`src/hw/rtl/bcdrtc_pkg.sv`:
```
// shared types and constants of the bcd calendar clock with alarms
// no dependencies; imported by bcdrtc_step and bcd_clock_set_and_alarm
package bcdrtc_pkg;

    // field widths
    localparam int unsigned CMD_W     = 2;
    localparam int unsigned FLD_W     = 3;
    localparam int unsigned BCD_W     = 8;
    localparam int unsigned ALARM_W   = 16;
    localparam int unsigned CFG_IDX_W = 3;
    localparam int unsigned ON_CNT_W  = 10;

    // item commands
    localparam logic [CMD_W-1:0] CMD_LOAD  = 2'd0;
    localparam logic [CMD_W-1:0] CMD_STEP  = 2'd1;
    localparam logic [CMD_W-1:0] CMD_CHECK = 2'd2;
    localparam logic [CMD_W-1:0] CMD_TICK  = 2'd3;

    // time field codes
    localparam logic [FLD_W-1:0] FLD_SEC   = 3'd0;
    localparam logic [FLD_W-1:0] FLD_MIN   = 3'd1;
    localparam logic [FLD_W-1:0] FLD_HOUR  = 3'd2;
    localparam logic [FLD_W-1:0] FLD_DAY   = 3'd3;
    localparam logic [FLD_W-1:0] FLD_MONTH = 3'd4;
    localparam logic [FLD_W-1:0] FLD_YEAR  = 3'd5;
    localparam logic [FLD_W-1:0] FLD_CENT  = 3'd6;

    // register index of the first alarm
    localparam logic [CFG_IDX_W-1:0] CFG_ALARM0 = 3'd0;

    // alarm value that never matches
    localparam logic [ALARM_W-1:0] ALARM_OFF = 16'hffff;

    // packed bcd calendar time
    typedef struct packed {
        logic [BCD_W-1:0] sec;
        logic [BCD_W-1:0] min;
        logic [BCD_W-1:0] hour;
        logic [BCD_W-1:0] day;
        logic [BCD_W-1:0] month;
        logic [BCD_W-1:0] year;
        logic [BCD_W-1:0] century;
    } t_time;

    // time after reset: 2000-01-01 00:00:00
    localparam t_time TIME_RESET = '{
        sec: 8'h00, min: 8'h00, hour: 8'h00, day: 8'h01,
        month: 8'h01, year: 8'h00, century: 8'h20
    };

    // one result item
    typedef struct packed {
        t_time tm;
        logic  relay;
        logic  hit;
    } t_result;

endpackage

```
`src/hw/rtl/bcdrtc_step.sv`:
```
// next calendar time for one load or step item, bcd digit carry and field wraps
// depends on bcdrtc_pkg
module bcdrtc_step
    import bcdrtc_pkg::*;
(
    input  t_time            i_time,
    input  logic [CMD_W-1:0] i_command,
    input  logic [FLD_W-1:0] i_field,
    input  logic             i_down,
    input  logic [BCD_W-1:0] i_value,
    output t_time            o_time
);

    localparam logic [BCD_W-1:0] TEN_MASK = 8'h0a;
    localparam logic [BCD_W-1:0] NIB_LO   = 8'h0f;
    localparam logic [BCD_W-1:0] NIB_HI   = 8'hf0;
    localparam logic [BCD_W-1:0] CARRY    = 8'h10;
    localparam logic [BCD_W-1:0] NINE     = 8'h09;
    localparam logic [BCD_W-1:0] ONE      = 8'h01;
    localparam logic [BCD_W-1:0] SIXTY    = 8'h60;
    localparam logic [BCD_W-1:0] HOUR_END = 8'h24;
    localparam logic [BCD_W-1:0] MON_END  = 8'h13;
    localparam logic [BCD_W-1:0] MON_LAST = 8'h12;
    localparam logic [BCD_W-1:0] TOP99    = 8'h99;
    localparam logic [BCD_W-1:0] HUNDRED  = 8'd100;

    // add one, a low digit of 10, 11, 14 or 15 clears and carries
    function automatic logic [BCD_W-1:0] bcd_up(input logic [BCD_W-1:0] v);
        logic [BCD_W-1:0] s;
        s = v + ONE;
        if ((s & TEN_MASK) == TEN_MASK) s = (s & NIB_HI) + CARRY;
        return s;
    endfunction

    // subtract one, a low digit of f becomes 9
    function automatic logic [BCD_W-1:0] bcd_down(input logic [BCD_W-1:0] v);
        logic [BCD_W-1:0] s;
        s = v - ONE;
        if ((s & NIB_LO) == NIB_LO) s = (s & NIB_HI) + NINE;
        return s;
    endfunction

    function automatic logic [BCD_W-1:0] wrap100(input logic [BCD_W-1:0] v, input logic dn);
        logic [BCD_W-1:0] s;
        if (dn) s = (v == '0) ? TOP99 : bcd_down(v);
        else    s = (v == TOP99) ? '0 : bcd_up(v);
        return s;
    endfunction

    // digits as nibble values: hi*10 + lo, at most 165
    function automatic logic [BCD_W-1:0] nib_val(input logic [BCD_W-1:0] v);
        return {1'b0, v[7:4], 3'b000} + {3'b000, v[7:4], 1'b0} + {4'b0000, v[3:0]};
    endfunction

    function automatic logic [BCD_W-1:0] step60(input logic [BCD_W-1:0] v, input logic dn);
        logic [BCD_W-1:0] s;
        if (!dn) begin
            s = bcd_up(v);
            if (s == SIXTY) s = '0;
        end else begin
            s = (v == '0) ? SIXTY : v;
            s = bcd_down(s);
        end
        return s;
    endfunction

    // leap year on century*100+year; 100 is a multiple of 4, so the year
    // digits decide unless they make a whole hundred
    logic [BCD_W-1:0] w_yv;
    logic [BCD_W-1:0] w_cq;
    logic             w_hundred;
    logic             w_leap;
    logic [BCD_W-1:0] w_mdays;

    always_comb begin
        w_yv      = nib_val(i_time.year);
        w_hundred = (w_yv == '0) || (w_yv == HUNDRED);
        w_cq      = nib_val(i_time.century) + {7'b0, w_yv == HUNDRED};
        w_leap    = w_hundred ? (w_cq[1:0] == 2'b00) : (w_yv[1:0] == 2'b00);
    end

    // last day of the current month in bcd
    always_comb begin
        case (i_time.month) inside
            8'h04, 8'h06, 8'h09, 8'h11: w_mdays = 8'h30;
            8'h02:                      w_mdays = w_leap ? 8'h29 : 8'h28;
            default:                    w_mdays = 8'h31;
        endcase
    end

    // load or step one field
    always_comb begin
        o_time = i_time;
        if (i_command == CMD_LOAD) begin
            unique case (i_field)
                FLD_SEC:   o_time.sec     = i_value;
                FLD_MIN:   o_time.min     = i_value;
                FLD_HOUR:  o_time.hour    = i_value;
                FLD_DAY:   o_time.day     = i_value;
                FLD_MONTH: o_time.month   = i_value;
                FLD_YEAR:  o_time.year    = i_value;
                FLD_CENT:  o_time.century = i_value;
                default:   ;
            endcase
        end else if (i_command == CMD_STEP) begin
            unique case (i_field)
                FLD_SEC: o_time.sec = step60(i_time.sec, i_down);
                FLD_MIN: o_time.min = step60(i_time.min, i_down);
                FLD_HOUR: begin
                    if (!i_down) begin
                        o_time.hour = i_time.hour + ONE;
                        if (o_time.hour == HOUR_END) o_time.hour = '0;
                        if ((o_time.hour & TEN_MASK) == TEN_MASK)
                            o_time.hour = (o_time.hour & NIB_HI) + CARRY;
                    end else begin
                        o_time.hour = bcd_down((i_time.hour == '0) ? HOUR_END : i_time.hour);
                    end
                end
                FLD_DAY: begin
                    if (!i_down)
                        o_time.day = bcd_up((i_time.day == w_mdays) ? '0 : i_time.day);
                    else
                        o_time.day = bcd_down((i_time.day == ONE) ? w_mdays + ONE
                                                                  : i_time.day);
                end
                FLD_MONTH: begin
                    if (!i_down) begin
                        o_time.month = i_time.month + ONE;
                        if (o_time.month == MON_END) o_time.month = ONE;
                        if ((o_time.month & TEN_MASK) == TEN_MASK)
                            o_time.month = (o_time.month & NIB_HI) + CARRY;
                    end else begin
                        o_time.month = i_time.month - ONE;
                        if (o_time.month == '0) o_time.month = MON_LAST;
                        if ((o_time.month & NIB_LO) == NIB_LO)
                            o_time.month = (o_time.month & NIB_HI) + NINE;
                    end
                end
                FLD_YEAR: begin
                    // year wrap carries or borrows into the century
                    o_time.year = wrap100(i_time.year, i_down);
                    if ((!i_down && i_time.year == TOP99) || (i_down && i_time.year == '0))
                        o_time.century = wrap100(i_time.century, i_down);
                end
                FLD_CENT: o_time.century = wrap100(i_time.century, i_down);
                default:  ;
            endcase
        end
    end

endmodule

```
`src/hw/rtl/bcd_clock_set_and_alarm.sv`:
```
// top level: bcd calendar clock with field set, hour:minute alarms and relay timer
// depends on bcdrtc_pkg and bcdrtc_step
//
// channel  direction  handshake                    payload
// in       input      i_in_valid / o_in_ready      i_command, i_field, i_down, i_value
// out      output     o_out_valid / i_out_ready    o_seconds .. o_century_now,
//                                                  o_relay_on, o_alarm_hit
// cfg      input      i_cfg_valid / o_cfg_ready    i_cfg_index, i_cfg_data
//
// one item per cycle while o_in_ready is high: the item updates the time,
// relay and on counter registers at the edge it is accepted, and its result is
// registered in the output or skid stage. results wait in a two-entry output
// register, so a new item is taken while one result is stalled; o_in_ready
// falls only when both are full. the cfg port is always ready.
// reset is synchronous, active low, and gives 2000-01-01 00:00:00, relay off.
module bcd_clock_set_and_alarm
    import bcdrtc_pkg::*;
#(
    parameter int unsigned ON_TICKS   = 1000,
    parameter int unsigned NUM_ALARMS = 8
) (
    input  logic                 i_clk,
    input  logic                 i_rst_n,
    // item input
    input  logic                 i_in_valid,
    output logic                 o_in_ready,
    input  logic [CMD_W-1:0]     i_command,
    input  logic [FLD_W-1:0]     i_field,
    input  logic                 i_down,
    input  logic [BCD_W-1:0]     i_value,
    // result output
    output logic                 o_out_valid,
    input  logic                 i_out_ready,
    output logic [BCD_W-1:0]     o_seconds,
    output logic [BCD_W-1:0]     o_minutes,
    output logic [BCD_W-1:0]     o_hours,
    output logic [BCD_W-1:0]     o_day_of_month,
    output logic [BCD_W-1:0]     o_month_now,
    output logic [BCD_W-1:0]     o_year_low,
    output logic [BCD_W-1:0]     o_century_now,
    output logic                 o_relay_on,
    output logic                 o_alarm_hit,
    // alarm register writes
    input  logic                 i_cfg_valid,
    output logic                 o_cfg_ready,
    input  logic [CFG_IDX_W-1:0] i_cfg_index,
    input  logic [ALARM_W-1:0]   i_cfg_data
);

    localparam logic [ON_CNT_W-1:0] ON_END = ON_CNT_W'(ON_TICKS);

    t_time               r_time;
    t_time               n_time;
    logic                r_relay;
    logic                n_relay;
    logic [ON_CNT_W-1:0] r_on_count;
    logic [ON_CNT_W-1:0] n_on_count;
    logic [ALARM_W-1:0]  r_alarm [NUM_ALARMS];
    logic                w_match;
    logic                w_hit;
    logic                w_accept;
    logic                w_pop;
    t_result             w_res;
    t_result             r_out;
    logic                r_out_valid;
    t_result             r_skid;
    logic                r_skid_valid;

    assign w_accept    = i_in_valid && o_in_ready;
    assign w_pop       = r_out_valid && i_out_ready;
    assign o_in_ready  = !r_skid_valid;
    assign o_cfg_ready = 1'b1;

    // alarm registers
    for (genvar g = 0; g < NUM_ALARMS; g++) begin : g_alarm
        always_ff @(posedge i_clk) begin
            if (!i_rst_n) begin
                r_alarm[g] <= ALARM_OFF;
            end else if (i_cfg_valid && i_cfg_index == CFG_ALARM0 + CFG_IDX_W'(g)) begin
                r_alarm[g] <= i_cfg_data;
            end
        end
    end

    // load and step of the time fields
    bcdrtc_step u_step (
        .i_time    (r_time),
        .i_command (i_command),
        .i_field   (i_field),
        .i_down    (i_down),
        .i_value   (i_value),
        .o_time    (n_time)
    );

    // compare every alarm against the current hour and minute
    always_comb begin
        w_match = 1'b0;
        for (int i = 0; i < NUM_ALARMS; i++) begin
            if (r_alarm[i] != ALARM_OFF && r_alarm[i][15:8] == r_time.hour
                && r_alarm[i][7:0] == r_time.min)
                w_match = 1'b1;
        end
    end

    // relay and on counter
    always_comb begin
        w_hit      = 1'b0;
        n_relay    = r_relay;
        n_on_count = r_on_count;
        if (i_command == CMD_CHECK) begin
            w_hit = (r_time.sec == '0) && w_match;
            if (w_hit) begin
                n_relay    = 1'b1;
                n_on_count = '0;
            end
        end else if (i_command == CMD_TICK && r_on_count < ON_END) begin
            n_on_count = r_on_count + 1'b1;
            if (n_on_count == ON_END) n_relay = 1'b0;
        end
    end

    assign w_res = '{tm: n_time, relay: n_relay, hit: w_hit};

    // state update on each accepted item
    always_ff @(posedge i_clk) begin
        if (!i_rst_n) begin
            r_time     <= TIME_RESET;
            r_relay    <= 1'b0;
            r_on_count <= ON_END;
        end else if (w_accept) begin
            r_time     <= n_time;
            r_relay    <= n_relay;
            r_on_count <= n_on_count;
        end
    end

    // output stage and skid stage valids
    always_ff @(posedge i_clk) begin
        if (!i_rst_n) begin
            r_out_valid  <= 1'b0;
            r_skid_valid <= 1'b0;
        end else if (r_skid_valid) begin
            if (w_pop) r_skid_valid <= 1'b0;
        end else if (w_pop || !r_out_valid) begin
            r_out_valid <= w_accept;
        end else if (w_accept) begin
            r_skid_valid <= 1'b1;
        end
    end

    // output stage and skid stage payload
    always_ff @(posedge i_clk) begin
        if (r_skid_valid) begin
            if (w_pop) r_out <= r_skid;
        end else if (w_pop || !r_out_valid) begin
            r_out <= w_res;
        end else begin
            r_skid <= w_res;
        end
    end

    assign o_out_valid    = r_out_valid;
    assign o_seconds      = r_out.tm.sec;
    assign o_minutes      = r_out.tm.min;
    assign o_hours        = r_out.tm.hour;
    assign o_day_of_month = r_out.tm.day;
    assign o_month_now    = r_out.tm.month;
    assign o_year_low     = r_out.tm.year;
    assign o_century_now  = r_out.tm.century;
    assign o_relay_on     = r_out.relay;
    assign o_alarm_hit    = r_out.hit;

`ifndef SYNTHESIS
    // skid stage only fills behind a full output stage
    a_skid_order: assert property (@(posedge i_clk) disable iff (!i_rst_n)
        r_skid_valid |-> r_out_valid)
        else $error("skid stage holds an item while output stage is empty");

    // relay is on exactly while the on counter runs
    a_relay_count: assert property (@(posedge i_clk) disable iff (!i_rst_n)
        r_relay == (r_on_count < ON_END))
        else $error("relay state disagrees with on counter");

    // on counter never passes its end value
    a_count_range: assert property (@(posedge i_clk) disable iff (!i_rst_n)
        r_on_count <= ON_END)
        else $error("on counter beyond end value");

    // an accepted alarm hit energizes the relay
    a_hit_relay: assert property (@(posedge i_clk) disable iff (!i_rst_n)
        (w_accept && w_hit) |=> (r_relay && r_on_count == '0))
        else $error("alarm hit did not start the relay");

    // a result that reports a hit also reports the relay on
    a_out_hit: assert property (@(posedge i_clk) disable iff (!i_rst_n)
        (o_out_valid && o_alarm_hit) |-> o_relay_on)
        else $error("hit result shows relay off");
`endif

endmodule

```
`config.mk`:
```
export PLATFORM = sky130hd
export DESIGN_NAME = bcd_clock_set_and_alarm
export DESIGN_NICKNAME = d
export VERILOG_FILES = /design/src/hw/rtl/bcdrtc_pkg.sv /design/src/hw/rtl/bcdrtc_step.sv /design/src/hw/rtl/bcd_clock_set_and_alarm.sv
export SDC_FILE = /design/constraint.sdc
export NUM_CORES = 1
export LEC_CHECK = 0
export BUFFER_PORTS_ARGS = -buffer_cell sky130_fd_sc_hd__buf_4
export CORE_ASPECT_RATIO = 0.75
export CORE_MARGIN = 4
export CORE_UTILIZATION = 42
export DETAILED_ROUTE_END_ITERATION = 8
export MAX_ROUTING_LAYER = met4
export SYNTH_ARGS = -nofsm -noshare
export SYNTH_HDL_FRONTEND = slang
export SYNTH_HIERARCHICAL = 1
export SYNTH_SLANG_ARGS = --single-unit
```
`constraint.sdc`:
```
create_clock -name i_clk -period 5.3 [get_ports i_clk]
set_input_delay 0.53 -clock i_clk [delete_from_list [all_inputs] [get_ports i_clk]]
set_output_delay 0.53 -clock i_clk [all_outputs]
set_load 0.02 [all_outputs]
```
# Word level (Yosys, flattened, before mapping)
# Memories as Yosys holds them, arrays and structs flattened.
# Index checks and enable logic that the tools add are counted.
# word_totals
n_memories	1
out_inout_bits	61
word_cells	334
reg_bits	185
mem_bits_rw	128
# mem_list
name	words	width	read_ports	rd_ports_with_merged_regs	wr	line_no	source
r_alarm	8	16	8	0	8	bcd_clock_set_and_alarm.sv:58	logic [ALARM_W-1:0] r_alarm [NUM_ALARMS];
# op_classes
n_lt_le_gt_ge	1
bitwise_logic	10
eq_ne	71
n_reduce_logical	55
add_sub_neg	35
mux	132
# op_table
op	n
$mux 8	71
$mux 58	3
$eq 8x8->1	17
$mux 16	8
$ne 16x16->1 const B	8
$mux 56	2
$add 8x1->8 const B	8
$add 8x4->8 const B	7
$add 8x5->8 const B	7
$logic_not 8->1	7
$sub 8x1->8 const B	7
$mux 1	44
$logic_and 1x1->1	30
$mux 10	3
$eq 4x4->1 const B	7
$eq 8x7->1 const B	3
$eq 3x3->1 const B	7
$eq 2x2->1 const B	9
$eq 8x3->1 const B	2
$eq 8x5->1 const B	2
$eq 8x8->1 const B	2
$pmux 8 s2	1
$eq 3x2->1 const B	4
$add 10x1->10 const B	1
other kinds (25)	44

# Logic depth before layout (Yosys ltp)
# depth
word_depth	20
depth_mapped	17

# Modules after synthesis
# Netlist, hierarchy kept.
# by_module_without_submodules
module	area_per_inst_um2	seq_area_each_um2	cells_each	n_inst
bcd_clock_set_and_alarm	13660.6	8708.4	1054	1
bcdrtc_step	5405.2	0.0	871	1

# Least setup slack after synthesis
# Ideal clock, no wire load.
# synth_timing
kind	reg-to-reg
start	reg r_skid_valid
end	reg r_out, in the netlist o_alarm_hit, enable pin
stages_incl_launch_ff	4
setup_ps	557
n_path_buf	2
slack_ps	-35
arrival_time_ps	4779
t_required_ps	4743
period_less_slack_ps	5335
path_cell_list	dfxtp_1 buf_6 clkbuf_1 o21ai_0
# synth_between
elab_chain_cells	2
word_cells_on_any_way	3
cone_classes	1 x eq/ne; 2 x reduce/logical
# synth_lines
element	line_no	source
from (decl)	bcd_clock_set_and_alarm.sv:67	logic r_skid_valid;
from (signal assigned)	bcd_clock_set_and_alarm.sv:141	r_skid_valid <= 1'b0;
from (signal assigned)	bcd_clock_set_and_alarm.sv:143	if (w_pop) r_skid_valid <= 1'b0;
from (signal assigned)	bcd_clock_set_and_alarm.sv:147	r_skid_valid <= 1'b1;
$ne 2x2->1 (no source line) / $reduce_bool 2->1 (equally long branches)	--	
$reduce_and 2->1 (no source line) *	--	
to (signal assigned)	bcd_clock_set_and_alarm.sv:154	if (w_pop) r_out <= r_skid;
to (signal assigned)	bcd_clock_set_and_alarm.sv:156	r_out <= w_res;
to (decl)	bcd_clock_set_and_alarm.sv:64	t_result r_out;
# Mark *: on every way between the ends. The rest lies on a longest branch, timed or not.
# A chain may end at the register's enable or synchronous reset.

==> impl_metrics.py <==
metrics = {
    "cells_and_area": {
        "utilization": 0.474,
        "nets": 2035,
        "drive_gt1_frac": 0.157,
        "area_delta_synth_final_pct": 11.3,
    },
    "run_status": {
        "status": "finished clean",
    },
    "clock_network": {
        "cts_max_path_buffers": 3,
        "clkLatencyLatePin_ns": 0.55,
        "postCtsSetupRepairBufs": 0,
        "cts-root-buf": "clkbuf_16",
        "post_cts_resized": 0,
        "cts_num_sinks": 313,
        "ctsHoldBuffers": 0,
        "cts_htree_levels": 2,
        "cts_buffers": 35,
        "tritoncts": "built",
        "path_clk_slew_ns": 0.06,
    },
    "global_route": {
        "grt_use_total": 0.237,
        "grt_overflow": 0,
        "antenna_found_initial": 5,
        "grt_pass1_vias": 14316,
        "grt_first_pass_wirelength_mm": 87.2,
        "grt_max_degree": 82,
    },
    "route": {
        "routed_wl_mm": 57.4,
        "vias": 15416,
        "drc": 0,
        "routedWlPerCell_um": 22.3,
        "viasPerCell": 6.00,
        "drt_iter0_drc": 1687,
        "drt_first_pass_iters": 5,
        "ant_nets": 0,
    },
    "sta": {
        "skew_ns": 0.0298,
        "finalSetupViolations": 0,
        "slew_viol_final": 0,
        "fmax_ghz": 0.229,
        "period_minus_slack_ns": 4.37,
        "fin_tns_setup_ns": 0,
        "maxSlewHeadroom": 0.205,
        "fin_crit_sh": 0.824,
        "hold_viol_final": 0,
        "worst_pin_slew_ns": 1.19,
        "rsz0062_at_grt": "no",
        "whs_ns": 0.254,
    },
    "yosys": {
        "syn_nets": 2003,
        "synth_area_leaders": "edfxtp_1 (38%), dfxtp_1 (7.2%), xor2_1 (6.8%)",
        "synth_common_cells": "edfxtp_1 (244), nand2_1 (218), xor2_1 (149)",
        "ys_ff_latch": 313,
        "synthDominantCellAreaShare": 0.384,
        "yosysWarnings": 6,
        "yosysMostFrequentCell": "edfxtp_1",
        "synthCells": 1925,
        "synth_top_area_cell": "edfxtp_1",
        "synth_edf_count": 244,
        "ys.flop_type": "edfxtp_1",
        "ys_seq_area_frac": 0.457,
        "synth_cell_types": 85,
        "synth_area_um2": 19100,
        "syn_area_per_cell_um2": 9.90,
        "synthArstFlopShare": 0,
    },
    "min_path": {
        "worstHoldStart": "i_in_valid",
        "hold_path_depth": 3,
        "holdPathEnd": "r_skid_valid",
        "hp-class": "in -> reg",
    },
    "die": {
        "rows": 67,
        "start_util": 0.426,
        "fp.dieH_um": 193,
        "core_um2": 44800,
        "ios": 99,
        "fp.dieArea_um2": 48900,
        "die_w_um": 254,
    },
    "placement": {
        "dp_hpwl_mm": 37.5,
        "port_buffers": 97,
        "routabilityCongestion": 0.935,
    },
    "critical_path": {
        "reg2reg_to": "o_day_of_month[0]",
        "crit_path_start_kind": "flop",
        "path_max_fanout": 13,
        "crit_arrival_ns": 4.67,
        "required_ns": 5.60,
        "critPathKind": "reg -> reg",
        "cp-end-kind": "flop",
        "reg2reg_slack_ns": 0.93,
        "r2r_cells": 16,
        "reg2reg_from": "r_time[10]",
    },
    "power_and_ir_drop": {
        "ir_drop_mv": 0.173,
        "powerDensity_nw_per_um2": 289,
        "p_leak_nw": 7.70,
    },
    "job": {
        "cap_violations": 0,
    },
}
[metrics by stage]
stage,area (um2),power [mW],cells,worst slack (ns)
floorplan,19100,3.48,1925,1.55
global placement,20100,3.80,2506,1.10
detailed placement,20100,3.81,2506,0.973
CTS,21200,6.19,2568,0.961
global route,21200,6.37,2569,0.664
finish,21200,6.13,2570,0.932
[where the power goes]
part / internal (mW) / total (mW) / leakage [nW] / switching [mW]
Sequential: 2.82 / 2.95 / 2.98 / 0.124
Clock: 1.34 / 2.37 / 0.540 / 1.03
Combinational: 0.295 / 0.821 / 4.17 / 0.526
Total: 4.46 / 6.13 / 7.70 / 1.68
[cell type report]
class                           instances  area (um2)
Tap cell                              586         733
Clock buffer                           41         918
Sequential cell                       313        8710
Antenna cell                            2        5.00
Inverter                               44         165
Clock inverter                         21         159
Timing Repair Buffer                  128         961
Multi-Input combinational cell       1435        9570
Fill cell                            4205       23500
[per-layer routing]
layer	vias up	routed length [um]	global-route usage
li1	7166	-	-
met1	7540	27900	0.357
met2	616	23400	0.327
met3	94	4800	0.0516
met4	0	1210	0.0534
met5	-	0	-
[sequential cells by signal, indices dropped and copies added (netlist names), 8 cells and up]
signal and flops:
r_alarm 128, r_skid 58, r_time 56, r_on_count 10, o_century_now 8, o_day_of_month 8
o_hours 8, o_minutes 8, o_month_now 8, o_seconds 8, o_year_low 8
[worst max-delay path, cell delays in order, from the launching register on]
cell and delay (ns):
dfxtp_1 0.58, ha_1 0.31, ha_1 0.22, fa_1 0.46, xnor2_1 0.17, and3_1 0.21, nand3_1 0.09, nor3_1 0.18
ha_1 0.19, xnor2_1 0.13, xnor2_1 0.14, o21ai_0 0.11, a2111oi_2 0.38, nor2_1 0.18, a221oi_1 0.30, o21ai_0 0.19
mux2_2 0.29
[worst max-delay path by stage]
stage | depth (start not counted) | endpoint | start | slack [ns]
2_1_floorplan | 3 | o_alarm_hit | r_skid_valid | 1.55
3_3_place_gp | 16 | o_day_of_month[0] | r_time[10] | 1.10
3_5_place_dp | 16 | o_day_of_month[0] | r_time[10] | 0.97
4_1_cts | 16 | o_day_of_month[0] | r_time[10] | 0.96
5_1_grt | 16 | o_day_of_month[0] | r_time[10] | 0.66
6_report | 16 | o_day_of_month[0] | r_time[10] | 0.93
[cells by family (layout without fill, tap and decap cells)]
kind of cell | Yosys count | in the layout | share of synthesized area
mux | 78 | 78 | 0.0450
xor+xnor | 199 | 199 | 0.0914
flops | 313 | 313 | 0.457
compound gates | 368 | 368 | 0.132
other cells | 1 | 3 | 0.000197
simple gates | 749 | 749 | 0.204
buf+inv | 177 | 234 | 0.0430
fa+ha+maj | 40 | 40 | 0.0270
[placed cells by master, fill, tap and decap left out, types with 19 or more instances in the layout]
master / count
a31oi_1: 19
nor3_1: 27
nor2_1: 82
buf_4: 128
ha_1: 38
mux2_2: 62
or3_1: 107
a21oi_1: 65
clkbuf_16: 35
dfxtp_1: 68
xor2_1: 149
nand3_1: 69
o21ai_0: 77
edfxtp_1: 244
inv_1: 44
or2_2: 44
nand2_1: 217
nand2b_1: 26
nand4_1: 51
nor4_1: 55
a21boi_0: 59
xnor2_1: 50
Note: power is estimated with default switching activity, not from simulation.
